===== src/hw/rtl/pes_header_parser_assert.svh =====
// assertion macros for the pes header parser
// no dependencies; define NO_ASSERTIONS to compile them away
`ifndef PES_HEADER_PARSER_ASSERT_SVH
`define PES_HEADER_PARSER_ASSERT_SVH
`ifndef NO_ASSERTIONS
`define PES_ASSERT_IMPLY(lbl, ck, rs, a, b) \
  lbl: assert property (@(posedge ck) disable iff (rs) (a) |-> (b)) \
    else $error("pes header parser: implication failed");
`define PES_ASSERT_NEXT(lbl, ck, rs, a, b) \
  lbl: assert property (@(posedge ck) disable iff (rs) (a) |=> (b)) \
    else $error("pes header parser: next-cycle check failed");
`else
`define PES_ASSERT_IMPLY(lbl, ck, rs, a, b)
`define PES_ASSERT_NEXT(lbl, ck, rs, a, b)
`endif
`endif


===== src/hw/rtl/pes_hdr_pkg.sv =====
// shared types and constants for the pes header parser
// no dependencies
package pes_hdr_pkg;

  typedef enum logic [1:0] {
    ID_NONE,
    ID_SIMPLE,
    ID_COMPLEX
  } id_class_t;

  localparam logic [0:0] CFG_VIDEO = 1'd0;
  localparam logic [0:0] CFG_AUDIO = 1'd1;
  localparam logic [7:0] VIDEO_ID_RESET = 8'hE0;
  localparam logic [7:0] AUDIO_ID_RESET = 8'hC0;
  localparam logic [23:0] START_PREFIX = 24'h000001;
  localparam logic [7:0] FIRST_PES_ID = 8'hBB;

  // stream id classification by the fixed range table
  function automatic id_class_t id_class(input logic [7:0] id);
    id_class_t c;
    if (id < FIRST_PES_ID) c = ID_NONE;
    else if (id == 8'hBD || (id >= 8'hC0 && id <= 8'hEF) ||
             (id >= 8'hF3 && id <= 8'hF7) || id == 8'hF9) c = ID_COMPLEX;
    else c = ID_SIMPLE;
    return c;
  endfunction

endpackage


===== src/hw/rtl/pes_header_parser.sv =====
// pes header parser top level: start code scan, header capture, extension walk
// depends on pes_hdr_pkg and pes_header_parser_assert.svh
//
// channel  dir  handshake           payload
// in       in   in_valid/in_stall   stream_byte
// out      out  out_valid/out_stall header record fields
// cfg      in   cfg_valid/cfg_ready cfg_index, cfg_data (always ready)
//
// scan, collect and skip take one word per cycle while in_stall is low.
// the extension walk at header end reads the header memory through its single
// registered port: flags bytes step through FRD, FLAG and POST, private section
// bytes through URD and UUSE, and DONE hands out the record.
// in_stall is high during the walk, and while collecting when a record is stalled.
// rst is synchronous; header memory is not cleared.
`include "pes_header_parser_assert.svh"
module pes_header_parser #(
  parameter int HEADER_BYTES = 32
) (
  input  logic        clk,
  input  logic        rst,
  input  logic        in_valid,
  output logic        in_stall,
  input  logic [7:0]  stream_byte,
  output logic        out_valid,
  input  logic        out_stall,
  output logic [7:0]  stream_id,
  output logic        packet_kind,
  output logic [15:0] pes_length,
  output logic [8:0]  header_length,
  output logic [1:0]  scramble_bits,
  output logic        mark_bad,
  output logic        encrypted,
  output logic        key_found,
  output logic [23:0] block_number,
  output logic [31:0] check_word,
  output logic [2:0]  marker_errors,
  output logic        header_overflow,
  input  logic        cfg_valid,
  output logic        cfg_ready,
  input  logic [7:0]  cfg_index,
  input  logic [7:0]  cfg_data
);

  localparam int AW = $clog2(HEADER_BYTES);
  localparam int OW = $clog2(HEADER_BYTES) + 2;
  localparam logic [8:0] HB9 = 9'(HEADER_BYTES);

  typedef enum logic [3:0] {
    S_SCAN, S_COLLECT, S_SKIP, S_FRD, S_FLAG, S_URD, S_UUSE, S_POST, S_DONE
  } state_t;

  state_t      state;
  logic [31:0] marker;
  logic [7:0]  cur_id;
  logic [8:0]  byte_index;
  logic [16:0] skip_count;
  logic [7:0]  video_id, audio_id;
  logic [7:0]  len_hi, len_lo, flg2, flg3, hl4;
  logic [OW-1:0] flg_at, at;
  logic [3:0]  k;
  logic [7:0]  flag;
  logic        found;
  logic [23:0] blk;
  logic [31:0] chk;
  logic [2:0]  errs;

  logic [7:0]  hdr_mem [HEADER_BYTES];
  logic [7:0]  rdata;
  logic        rd_ok;
  logic [OW-1:0] rd_ofs;

  logic        accept, out_busy, walking;
  logic [31:0] shifted;
  logic [8:0]  n, hlen_now, hlen_reg;
  logic [15:0] len_now;
  logic [16:0] total;
  logic [7:0]  p;
  logic [1:0]  scr_now;
  logic        enc_now;
  logic [OW-1:0] at_a, at_b;

  assign cfg_ready = 1'b1;
  assign walking = (state == S_FRD) || (state == S_FLAG) || (state == S_URD) ||
                   (state == S_UUSE) || (state == S_POST) || (state == S_DONE);
  assign out_busy = out_valid && out_stall;
  assign in_stall = walking || (out_busy && state == S_COLLECT);
  assign accept = in_valid && !in_stall;

  // datapath helpers
  assign shifted = {marker[23:0], stream_byte};
  assign n = byte_index + 9'd1;
  assign hlen_now = 9'd5 + {1'b0, stream_byte};
  assign hlen_reg = 9'd5 + {1'b0, hl4};
  assign len_now = (byte_index == 9'd1) ? {len_hi, stream_byte} : {len_hi, len_lo};
  assign total = {1'b0, len_now} + 17'd2;
  assign scr_now = flg2[5:4];
  assign enc_now = (cur_id == video_id || cur_id == audio_id) && scr_now == 2'b11;
  assign p = rd_ok ? rdata : 8'h00;
  assign at_a = at + (p[5] ? OW'(4) : OW'(0));
  assign at_b = at + (flag[4] ? OW'(2) : OW'(0));
  assign rd_ofs = (state == S_FRD) ? flg_at : at + OW'(k);

  // header memory, one write and one registered read
  always_ff @(posedge clk) begin
    if (accept && state == S_COLLECT && byte_index < HB9)
      hdr_mem[byte_index[AW-1:0]] <= stream_byte;
    rdata <= hdr_mem[rd_ofs[AW-1:0]];
    rd_ok <= rd_ofs < OW'(hlen_reg);
  end

  // control, capture and record registers
  always_ff @(posedge clk) begin
    if (rst) begin
      state <= S_SCAN;
      marker <= 32'hFFFFFFFF;
      cur_id <= 8'h00;
      byte_index <= 9'd0;
      skip_count <= 17'd0;
      video_id <= pes_hdr_pkg::VIDEO_ID_RESET;
      audio_id <= pes_hdr_pkg::AUDIO_ID_RESET;
      out_valid <= 1'b0;
    end else begin
      if (out_valid && !out_stall) out_valid <= 1'b0;

      // register writes
      if (cfg_valid && cfg_ready && cfg_index[7:1] == 7'd0) begin
        unique case (cfg_index[0])
          pes_hdr_pkg::CFG_VIDEO: video_id <= cfg_data;
          pes_hdr_pkg::CFG_AUDIO: audio_id <= cfg_data;
          default: ;
        endcase
      end

      unique case (state)
        S_SCAN: if (accept) begin
          marker <= shifted;
          if (shifted[31:8] == pes_hdr_pkg::START_PREFIX) begin
            cur_id <= stream_byte;
            if (pes_hdr_pkg::id_class(stream_byte) != pes_hdr_pkg::ID_NONE) begin
              state <= S_COLLECT;
              byte_index <= 9'd0;
            end
          end
        end
        S_SKIP: if (accept) begin
          skip_count <= skip_count - 17'd1;
          if (skip_count == 17'd1) state <= S_SCAN;
        end
        S_COLLECT: if (accept) begin
          marker <= shifted;
          byte_index <= n;
          unique case (byte_index)
            9'd0: len_hi <= stream_byte;
            9'd1: len_lo <= stream_byte;
            9'd2: flg2 <= stream_byte;
            9'd3: flg3 <= stream_byte;
            9'd4: hl4 <= stream_byte;
            default: ;
          endcase
          // record fields shared by the complex cases
          stream_id <= cur_id;
          pes_length <= len_now;
          scramble_bits <= scr_now;
          mark_bad <= flg2[7:6] != 2'b10;
          header_length <= (byte_index == 9'd4) ? hlen_now : hlen_reg;
          packet_kind <= 1'b1;
          key_found <= 1'b0;
          block_number <= 24'd0;
          check_word <= 32'd0;
          marker_errors <= 3'd0;
          header_overflow <= 1'b0;
          encrypted <= enc_now;
          if (n > 9'd5) begin
            if (n >= hlen_reg) begin
              state <= S_FRD;
              flg_at <= OW'(5);
              at <= OW'(6);
              found <= 1'b0;
              blk <= 24'd0;
              chk <= 32'd0;
              errs <= 3'd0;
            end
          end else if (pes_hdr_pkg::id_class(cur_id) != pes_hdr_pkg::ID_COMPLEX) begin
            if (n == 9'd2) begin
              // simple packet: length only
              out_valid <= 1'b1;
              packet_kind <= 1'b0;
              header_length <= 9'd0;
              scramble_bits <= 2'd0;
              mark_bad <= 1'b0;
              encrypted <= 1'b0;
              marker <= 32'hFFFFFFFF;
              if (total > 17'd2) begin
                skip_count <= total - 17'd2;
                state <= S_SKIP;
              end else begin
                skip_count <= 17'd0;
                state <= S_SCAN;
              end
            end
          end else if (n == 9'd5) begin
            if (enc_now && flg3[0] && hlen_now > HB9) begin
              // header too long for the store, scanning resumes at once
              out_valid <= 1'b1;
              header_overflow <= 1'b1;
              skip_count <= 17'd0;
              state <= S_SCAN;
            end else if (!(enc_now && flg3[0] && hlen_now > 9'd5)) begin
              out_valid <= 1'b1;
              marker <= 32'hFFFFFFFF;
              if (total > 17'd5) begin
                skip_count <= total - 17'd5;
                state <= S_SKIP;
              end else begin
                skip_count <= 17'd0;
                state <= S_SCAN;
              end
            end
          end
        end
        S_FRD: state <= S_FLAG;
        S_FLAG: begin
          flag <= p;
          at <= at_a;
          if (p[7]) begin
            found <= 1'b1;
            errs <= 3'd0;
            k <= 4'd0;
            state <= S_URD;
          end else begin
            state <= S_POST;
          end
        end
        S_URD: state <= S_UUSE;
        // unpack one private data byte
        S_UUSE: begin
          unique case (k)
            4'd0: if (!p[7]) errs <= errs + 3'd1;
            4'd1: begin
              if (!p[6]) errs <= errs + 3'd1;
              blk[23:18] <= p[5:0];
            end
            4'd2: blk[17:10] <= p;
            4'd3: begin
              if (!p[5]) errs <= errs + 3'd1;
              blk[9:8] <= p[7:6];
              blk[7:3] <= p[4:0];
            end
            4'd4: begin
              if (!p[4]) errs <= errs + 3'd1;
              blk[2:0] <= p[7:5];
            end
            4'd11: chk[31:30] <= p[1:0];
            4'd12: chk[29:22] <= p;
            4'd13: begin
              if (!p[1]) errs <= errs + 3'd1;
              chk[21:16] <= p[7:2];
              chk[15] <= p[0];
            end
            4'd14: chk[14:7] <= p;
            4'd15: begin
              if (!p[0]) errs <= errs + 3'd1;
              chk[6:0] <= p[7:1];
            end
            default: ;
          endcase
          k <= k + 4'd1;
          state <= (k == 4'd15) ? S_POST : S_URD;
        end
        S_POST: begin
          if (flag[0]) begin
            flg_at <= at_b;
            at <= at_b + OW'(1);
            state <= S_FRD;
          end else begin
            state <= S_DONE;
          end
        end
        S_DONE: if (!out_busy) begin
          out_valid <= 1'b1;
          encrypted <= 1'b1;
          key_found <= found;
          block_number <= blk;
          check_word <= chk;
          marker_errors <= errs;
          marker <= 32'hFFFFFFFF;
          if (total > {8'd0, hlen_reg}) begin
            skip_count <= total - {8'd0, hlen_reg};
            state <= S_SKIP;
          end else begin
            skip_count <= 17'd0;
            state <= S_SCAN;
          end
        end
        default: state <= S_SCAN;
      endcase
    end
  end

  // checks
  `PES_ASSERT_IMPLY(a_walk_stalls, clk, rst, walking, in_stall)
  `PES_ASSERT_IMPLY(a_skip_nonzero, clk, rst, state == S_SKIP, skip_count != 17'd0)
  `PES_ASSERT_IMPLY(a_key_complex, clk, rst, out_valid && key_found,
                    packet_kind && encrypted && !header_overflow)
  `PES_ASSERT_NEXT(a_walk_ends_record, clk, rst, state == S_DONE && !out_busy,
                   out_valid && state != S_DONE)

endmodule


===== config.mk =====
export PLATFORM = sky130hd
export DESIGN_NAME = pes_header_parser
export DESIGN_NICKNAME = d
export VERILOG_FILES = /design/src/hw/rtl/pes_hdr_pkg.sv /design/src/hw/rtl/pes_header_parser.sv
export VERILOG_INCLUDE_DIRS = /design/src /design/src/hw/rtl
export SDC_FILE = /design/constraint.sdc
export NUM_CORES = 1
export LEC_CHECK = 0
export ABC_CLOCK_PERIOD_IN_PS = 5800
export BUFFER_PORTS_ARGS = -buffer_cell sky130_fd_sc_hd__buf_2
export CAP_MARGIN = 20
export CORE_ASPECT_RATIO = 1.2
export CORE_MARGIN = 2
export CORE_UTILIZATION = 30
export DETAILED_ROUTE_END_ITERATION = 7
export GPL_ROUTABILITY_DRIVEN = 1
export PLACE_DENSITY = 0.46
export SYNTH_ARGS = -nofsm -noshare
export SYNTH_HDL_FRONTEND = slang
export SYNTH_SLANG_ARGS = --single-unit

===== constraint.sdc =====
create_clock -name clk -period 5.8 [get_ports clk]
set_input_delay 0.87 -clock clk [delete_from_list [all_inputs] [get_ports clk]]
set_output_delay 0.87 -clock clk [all_outputs]
set_load 0.05 [all_outputs]

* Word-level counts from Yosys, hierarchy flattened
Memory sizes are Yosys's and may differ from the RTL's. A register that Yosys moved wholly into a read port is not among the register bits. Cells that the tools add are included.
Storage, ports and cells: ROM bits 0, register bits after elaboration 295, output and inout port bits 102, input bits 29, word-level logic and storage cells 378, bits in writable memories 256, memories 1, latch bits 0
Cells by class: $mul 0, reductions and logical operators 76, add/sub/neg operators 14, muxes and demuxes 154, equality and inequality tests 69, bitwise logic cells 4, divide/modulo/power cells 0, shifts and indexed selects 0, order comparisons 19
Memories:
- hdr_mem | words 32, bits a word 8, read ports 1, clocked after Yosys merged registers in 1, wr ports 1, line pes_header_parser.sv:67 | logic [7:0] hdr_mem [HEADER_BYTES];
Operators by type and width (count):
- 24-bit two-way mux | 14
- 17-bit two-way mux | 12
- 32-bit two-way mux | 5
- 32-bit case mux with 2 select lines | 2
- 24-bit case mux with 2 select lines | 2
- 7-bit two-way mux | 12
- 9-bit two-way mux | 8
- 24-bit case mux with 3 select lines | 1
- 6-bit AND reduction | 12
- 4-bit two-way mux | 16
- 17-bit case mux with 3 select lines | 1
- 2-bit two-way mux | 22
- 3-bit two-way mux | 14
- 8-bit two-way mux | 5
- 4-bit case mux with 9 select lines | 1
- 8-bit == test, second input constant | 4
- 8-bit >= comparator, second input constant | 4
- 8-bit <= comparator, second input constant | 4
- 4-bit AND reduction | 7
- 9-bit by 2-bit == test with 1-bit output, second input constant | 3
- 1-bit two-way mux | 27
- 24-bit by 1-bit == test with 1-bit output, second input constant | 1
- 4-bit == test, second input constant | 6
- 2-bit != test, second input constant | 12
- 65 further kinds | 141

* Depth between registers and ports, before layout
Gate-level depths: netlist of run 1.
word-level depth 17, gate-level depth with buffers 25, mapped depth without buffers 22

* Least setup slack after synthesis of run 1
OpenSTA, ideal clock, no wires.
path type reg-to-reg, from reg byte_index[0], to reg state[1], required time 5.668 ns, buffers on the path 3, cell stages (with the launch flop) 21, path slack 0.666 ns, setup time 0.132 ns, arrival 5.002 ns, path through dfxtp_1 ha_1 nor4b_4 nand2_4 clkbuf_1 o21ai_0 ha_1 buf_2 nand3_1 xnor2_1 o21ai_0 ha_1 o21ai_0 a31oi_1 a311oi_1 o31ai_1 nand2b_1 o221a_1 buf_6 nor4b_2 nor3_1
On the way: cells in the longest elaborated chain, start to end 12, elaborated cells on any way between the ends 28, those cells by class add/sub: 2; order compare: 5; eq/ne: 7; mux: 13; reduce/logical: 1
Ends and longest elaborated chain:
- start: declaration | line pes_header_parser.sv:55 | logic [8:0] byte_index;
- start signal: assignment | line pes_header_parser.sv:151 | byte_index <= n;
- 9-bit by 1-bit == test with 1-bit output * | line pes_header_parser.sv:94 | assign len_now = (byte_index == 9'd1) ? {len_hi, stream_byte} : {len_hi, len_lo};
- 8-bit two-way mux * | line pes_header_parser.sv:94
- net len_now[1] | line pes_header_parser.sv:75 | logic [15:0] len_now;
- 16-bit by 2-bit adder with 17-bit output * | line pes_header_parser.sv:95 | assign total = {1'b0, len_now} + 17'd2;
- 17-bit by 3-bit greater-than comparator with 1-bit output | line pes_header_parser.sv:211 | if (total > 17'd5) begin
- 2-bit two-way mux | line pes_header_parser.sv:211
- 4-bit two-way mux | line pes_header_parser.sv:208 | end else if (!(enc_now && flg3[0] && hlen_now > 9'd5)) begin
- 4-bit two-way mux | line pes_header_parser.sv:202 | if (enc_now && flg3[0] && hlen_now > HB9) begin
- 4-bit two-way mux | line pes_header_parser.sv:201 | end else if (n == 9'd5) begin
- 4-bit two-way mux | line pes_header_parser.sv:183 | end else if (pes_hdr_pkg::id_class(cur_id) != pes_hdr_pkg::ID_COMPLEX) begin
- 4-bit two-way mux | line pes_header_parser.sv:173 | if (n > 9'd5) begin
- 4-bit two-way mux | line pes_header_parser.sv:149 | S_COLLECT: if (accept) begin
- 4-bit case mux with 9 select lines * | line pes_header_parser.sv:134 | unique case (state)
- end signal: assignment | line pes_header_parser.sv:268 | state <= (k == 4'd15) ? S_POST : S_URD;
- end: declaration | line pes_header_parser.sv:52 | state_t state;
Mark *: on every way through the listed nets, which the timed path passes. The rest lies on a longest branch. The select of a mux whose other input is x is not followed. A chain may end at the register's enable or synchronous reset.

* Worst setup path after layout of run 1
from reg byte_index[0], to reg skip_count[0]
On the way: cells in the longest elaborated chain, start to end 12, elaborated cells on any way between the ends 29, those cells by class add/sub: 5; order compare: 4; eq/ne: 6; mux: 13; reduce/logical: 1
Ends and longest elaborated chain:
- 9-bit by 1-bit == test with 1-bit output * | line pes_header_parser.sv:94
- 8-bit two-way mux * | line pes_header_parser.sv:94
- net len_now[2] | line pes_header_parser.sv:75
- 16-bit by 2-bit adder with 17-bit output * | line pes_header_parser.sv:95
- 17-bit by 3-bit greater-than comparator with 1-bit output | line pes_header_parser.sv:211
- 17-bit two-way mux | line pes_header_parser.sv:211
- 17-bit two-way mux | line pes_header_parser.sv:208
- 17-bit two-way mux | line pes_header_parser.sv:202
- 17-bit two-way mux | line pes_header_parser.sv:201
- 17-bit two-way mux | line pes_header_parser.sv:183
- 17-bit two-way mux | line pes_header_parser.sv:173
- 17-bit two-way mux | line pes_header_parser.sv:149
- 17-bit case mux with 3 select lines * | line pes_header_parser.sv:134
- end signal: assignment | line pes_header_parser.sv:146 | skip_count <= skip_count - 17'd1;
- end signal: assignment | line pes_header_parser.sv:194 | skip_count <= total - 17'd2;
- end signal: assignment | line pes_header_parser.sv:212 | skip_count <= total - 17'd5;
- end: declaration | line pes_header_parser.sv:56 | logic [16:0] skip_count;
Marked as above.

==> flow_summary.toml, run 1 <==
[timing]
finalCritPeriodShare_pct = 91.5
maxSlewHeadroom_pct = 25.7
fin_crit_ns = 5.31
rsz0062_at_grt = "no"
final_hold_viol_count = 0
tightest_slew_ns = 1.11
max_freq_mhz = 188
fin_ws_ns = 0.492
skew_ns = 0.0560
slew_viol_final = 0
tns_ns = 0
setup_violations = 0

[pwr]
cellPowerDensity_nw_per_um2 = 331
total_power_uw = 9720
ir_worst_vdd_mv = 0.254
p_leak_uw = 0.0104

[yosys]
synth-seq-cells = 552
synthesis.nets = 2022
netlist_area_um2 = 25400
synth_area_leaders = "edfxtp_1 (55%), dfxtp_1 (6.9%), mux4_2 (5.7%)"
ys_seq_area_share_pct = 61.8
yosysWarningCount = 0
async_flop_share_pct = 0
synth-edff-count = 464
avgSynthCellArea_um2 = 13.1
synth_most_common_cell = "edfxtp_1"
postSynthCellCount = 1938
yosysTopAreaCell = "edfxtp_1"
synth_top_area_share_pct = 54.8
synth-main-ff-cell = "edfxtp_1"
synth_commonest_cells = "edfxtp_1 (464), nor2_1 (167), nand2_1 (108)"
synthDistinctLibCells = 90

[critical_path]
rr_worst_depth = 19
critical_path_arrival_ns = 5.77
start_kind = "flip-flop"
cpMostUsedCell = "ha_1"
critical_path_class = "flip-flop to flip-flop"
worst_path_max_delay_cell = "nor4b_4"
end_kind = "flip-flop"
cpPeakStageDelay_ns = 0.47
crit_fanout = 12
crit_path_cell_trace = "ha_1 > nor4b_4 > nand2_4 > mux2i_1 > inv_1 > ha_1 > nand3_1 > xnor2_1 > o21ai_1 > ha_1 > o21ai_0 > a31oi_1 > a311oi_1 > o31ai_1 > nand2b_1 > o221a_2 > buf_4 > a221oi_2 > nor3_1"
critPathRequiredTime_ns = 6.27

[cells_and_area]
nFillCells = 8135
final_cell_area_um2 = 29400
multi_input_area_um2 = 9140
sequential_cell_area_um2 = 15700
stdcell_count = 3232
nets = 2148
antennaDiodeCount = 0
syn2layout_area_growth_pct = 15.5
layout-drive-gt1-share_pct = 17.5

[clock_tree]
clock-root-buffer = "clkbuf_16"
cts_made_buffers = 60
h-tree-depth = 2
clock_latency_ns = 0.66
clk_path_buf_depth = 3
clk_pin_slew_ns = 0.06
cts.sinks = 552
hold_buffers = 0
tritoncts = "built"

[placement]
portBuffers = 129
placed_cells = 3122
pre_cts_slack_ns = 0.213
gp_congestion = 0.875
place_hpwl_um = 47600
post_dp_cell_area_um2 = 27400

[detailed_routing]
wl_per_cell_um = 21.3
drc_errors = 0
ant_nets = 0
vias = 16207
drt_wl_total_um = 68800
drt-initial-drc-count = 1209
firstDrtPassIters = 5
vias_per_cell = 5.01

[floorplan]
io_pins = 131
num_rows = 116
die_w_um = 270
core_um2 = 83600
dieArea_um2 = 87100
die_h_um = 323
start_util_pct = 30.4

[min_path]
hold_path_class = "primary input to flip-flop"
hold_depth = 2

[outcome]
status = "finished clean"

[grt]
grt_start_max_net_pins = 68
track_usage_pct = 15.7
antenna_found_initial = 4
grt_pass1_wl_um = 104000
gr-total-overflow = 0
grt_pass1_vias = 16195

[flow_run]
drv_cap = 0
per-layer routing:
metal | vias up | global-route usage [%] | wire length (µm)
li1 | 7579 | - | -
met1 | 8060 | 20.0 | 29400
met2 | 448 | 27.4 | 34200
met3 | 116 | 2.28 | 2910
met4 | 4 | 5.52 | 2190
met5 | - | 0 | 23
layout make-up:
class | count | area share [%]
Multi-Input combinational cell | 1231 | 31.1
Sequential cell | 552 | 53.5
Clock buffer | 76 | 5.39
Inverter | 49 | 0.627
Tap cell | 1121 | 4.78
Timing Repair Buffer | 170 | 3.33
Clock inverter | 33 | 1.27
cells by family after synthesis:
logic type / synth area share, %
other cells: 0.0148
buf+inv: 2.52
fa+ha+maj: 2.81
compound gates: 8.25
flops: 61.8
mux: 8.43
simple gates: 12.8
xor+xnor: 3.41
cell usage in the layout, fill, tap and decap left out, types with 34 or more instances in the layout:
cell type,netlist,routed
edfxtp_1,464,464
nor2_1,167,166
buf_2,11,129
nand2_1,108,108
dfxtp_1,88,88
a21oi_1,84,82
and2_1,79,79
mux4_2,64,64
clkbuf_16,0,60
o21ai_0,61,59
nand3_1,55,55
xnor2_1,53,53
ha_1,53,53
mux2i_1,52,50
xor2_1,46,46
inv_1,46,46
nand2b_1,39,39
buf_4,2,38
nor3_1,35,34
per-stage QoR:
stage / hold WS (ns) / util [%]
after floorplan: 0.406 / -
after global placement: 0.476 / 32.8
after detailed placement: 0.487 / 32.8
after CTS: 0.452 / 35.1
after global routing: 0.479 / 35.1
final: 0.485 / 35.1
timing repair:
action                                 4_1_cts  5_1_grt
setup endpoints to repair                    0       11
resized for setup                            0        2
endpoints found under the hold margin        0        0
setup buffers                                0        0
critical path: cells and delay by family (launching register included):
family / cells / cell delay [ns]
adders and majority gates: 3 / 1.06
and+or+nand+nor: 5 / 1.08
muxes: 1 / 0.18
buffers and inverters: 2 / 0.36
AOI/OAI and AO/OA: 7 / 1.82
xor gates and xnor gates: 1 / 0.16
DFF: 1 / 0.46
path summary, 6_finish.rpt:
| check | to | slack (ns) | start |
|---|---|---|---|
| setup reg to reg | skip_count[0] | 0.49 | byte_index[0] |
| setup / recovery | skip_count[0] | 0.49 | byte_index[0] |
| hold / removal | video_id[7] | 0.48 | cfg_data[7] |
| hold reg to reg | audio_id[6] | 0.50 | audio_id[6] |
report_power, final:
group          total (µW)  switching (µW)  internal [µW]
Clock                3800            1600           2200
Sequential           4540             103           4440
Combinational        1390             904            484
flip-flops by register name, summed over array words and instances (netlist names), 9 cells and up:
signal	flops
blk	24
block_number	24
byte_index	9
check_word	32
chk	32
hdr_mem	256
header_length	9
marker	24
pes_length	16
skip_count	17
Power figures use the tool's default switching activity.
==> run 2, diff against run 1 <==
--- a/config.mk
+++ b/config.mk
@@ -7,14 +7,14 @@
 export NUM_CORES = 1
 export LEC_CHECK = 0
 export ABC_CLOCK_PERIOD_IN_PS = 5800
-export BUFFER_PORTS_ARGS = -buffer_cell sky130_fd_sc_hd__buf_2
 export CAP_MARGIN = 20
 export CORE_ASPECT_RATIO = 1.2
 export CORE_MARGIN = 2
 export CORE_UTILIZATION = 30
 export DETAILED_ROUTE_END_ITERATION = 7
-export GPL_ROUTABILITY_DRIVEN = 1
-export PLACE_DENSITY = 0.46
+export DONT_BUFFER_PORTS = 1
+export GPL_ROUTABILITY_DRIVEN = 0
+export PLACE_DENSITY = 0.45
 export SYNTH_ARGS = -nofsm -noshare
 export SYNTH_HDL_FRONTEND = slang
 export SYNTH_SLANG_ARGS = --single-unit
==> flow_summary.toml, run 2 (synthesized netlist as in run 1, its figures left out) <==
[flow_run]
drv_cap = 0

[clock_tree]
clock-root-buffer = "clkbuf_16"
h-tree-depth = 2
cts_made_buffers = 55
cts.sinks = 552
clk_pin_slew_ns = 0.06
clock_latency_ns = 0.65
tritoncts = "built"
postCtsSetupRepairBufs = 0
clk_path_buf_depth = 3
hold_buffers = 0

[floorplan]
core_um2 = 83600
num_rows = 116
die_h_um = 323
dieArea_um2 = 87100
io_pins = 131
die_w_um = 270
start_util_pct = 30.4

[placement]
place_hpwl_um = 45700
portBuffers = 0
placed_cells = 2987

[grt]
grt_start_max_net_pins = 88
antenna_found_initial = 0
grt_pass1_vias = 15884
gr-total-overflow = 0
grt_pass1_wl_um = 101000
track_usage_pct = 15.3

[detailed_routing]
wl_per_cell_um = 21.7
vias = 15589
drt-initial-drc-count = 1143
firstDrtPassIters = 8
vias_per_cell = 5.04
ant_nets = 0
drt_wl_total_um = 67100
drc_errors = 0

[timing]
tightest_slew_ns = 1.13
fin_crit_ns = 5.31
rsz0062_at_grt = "no"
tns_ns = 0
final_hold_viol_count = 0
hold-worst-slack_ns = 0.299
finalCritPeriodShare_pct = 91.5
setup_violations = 0
maxSlewHeadroom_pct = 24.1
skew_ns = 0.0487
slew_viol_final = 0
max_freq_mhz = 188

[pwr]
cellPowerDensity_nw_per_um2 = 332
ir_worst_vdd_mv = 0.217
total_power_uw = 9480
p_leak_uw = 0.00973

[critical_path]
crit_start = "byte_index[0]"
start_kind = "flip-flop"
critPathRequiredTime_ns = 6.33
rr_startpoint = "byte_index[0]"
end_kind = "flip-flop"
critical_path_class = "flip-flop to flip-flop"
crit_fanout = 17
critical_path_arrival_ns = 5.84

[cells_and_area]
final_util_pct = 34.2
nFillCells = 8206
largest_reg_flops = 256
stdcell_count = 3092
layout_common_cells = "edfxtp_1 (464), nor2_1 (166), nand2_1 (108)"
antennaDiodeCount = 0
nets = 2009
syn2layout_area_growth_pct = 12.5
final_common_cell = "edfxtp_1"
layout-drive-gt1-share_pct = 12.4

[outcome]
status = "finished clean"

[min_path]
hold_path_class = "primary input to flip-flop"
worstHoldStart = "rst"
run 2: cell types whose count changed in the layout (fill, tap and decap cells not counted), moves of 2 or more:
cell / previous run / this run
clkinvlp_4: 1 / 6
clkbuf_1: 14 / 7
buf_4: 38 / 31
inv_6: 0 / 4
clkinv_1: 15 / 7
clkinv_2: 6 / 11
clkinv_4: 3 / 5
buf_2: 129 / 1
clkbuf_16: 60 / 55
run 2: path summary, 6_finish.rpt:
kind                                 endpoint  depth (start not counted)  slack (ns)
worst max-delay path            skip_count[4]                         18        0.49
worst min-delay path              video_id[3]                          1        0.30
worst max register to register  skip_count[4]                         18        0.49
worst min register to register    audio_id[7]                          1        0.49
run 2: layout make-up:
| cell class | instances | area, µm² | area share [%] |
|---|---|---|---|
| repair buffers | 36 | 302 | 1.05 |
| flip-flops and latches | 552 | 15700 | 54.9 |
| clock buffers | 63 | 1420 | 4.97 |
| inverters | 49 | 184 | 0.643 |
| multi-input cells | 1231 | 9140 | 32.0 |
| clock inverters | 40 | 442 | 1.55 |
| well taps | 1121 | 1400 | 4.91 |
run 2: critical path: stages (launching register included):
cell and delay, ns:
dfxtp_1 0.45, ha_1 0.31, nor4b_4 0.45, nand2_4 0.14, mux2i_1 0.19, inv_1 0.15
ha_1 0.38, nand3_1 0.17, xnor2_1 0.16, o21ai_0 0.47, ha_1 0.29, o21ai_0 0.10
a31oi_1 0.20, a311oi_1 0.11, o31ai_1 0.39, nand2b_1 0.27, o221a_2 0.52, a221oi_1 0.18
a2111oi_1 0.31
run 2: repair_timing:
item	4_1_cts	5_1_grt
hold endpoints to repair	0	0
resized for setup	0	1
endpoints found under the setup margin	0	16
run 2: through the flow:
step	worst slack, ns	instance area (µm²)
after floorplan	0.666	25400
after global placement	0.333	26700
after detailed placement	0.195	26700
after CTS	0.154	28600
after global routing	0.0441	28600
final	0.490	28600
run 2: where the power goes:
group | switching (µW) | internal (µW) | leakage, µW | total (µW)
Clock | 1600 | 2050 | 0.000896 | 3650
Sequential | 168 | 4440 | 0.00505 | 4600
Combinational | 763 | 465 | 0.00379 | 1230
Total | 2530 | 6950 | 0.00973 | 9480
run 2: routing by layer:
metal	share of wire (%)	up-vias	GRT usage [%]	routed length, µm
met2	50	399	27.0	33700
li1	-	7286	-	-
met5	0	-	0	0
met4	2.4	0	4.28	1630
met1	43	7811	19.0	28600
met3	4.6	93	2.87	3100
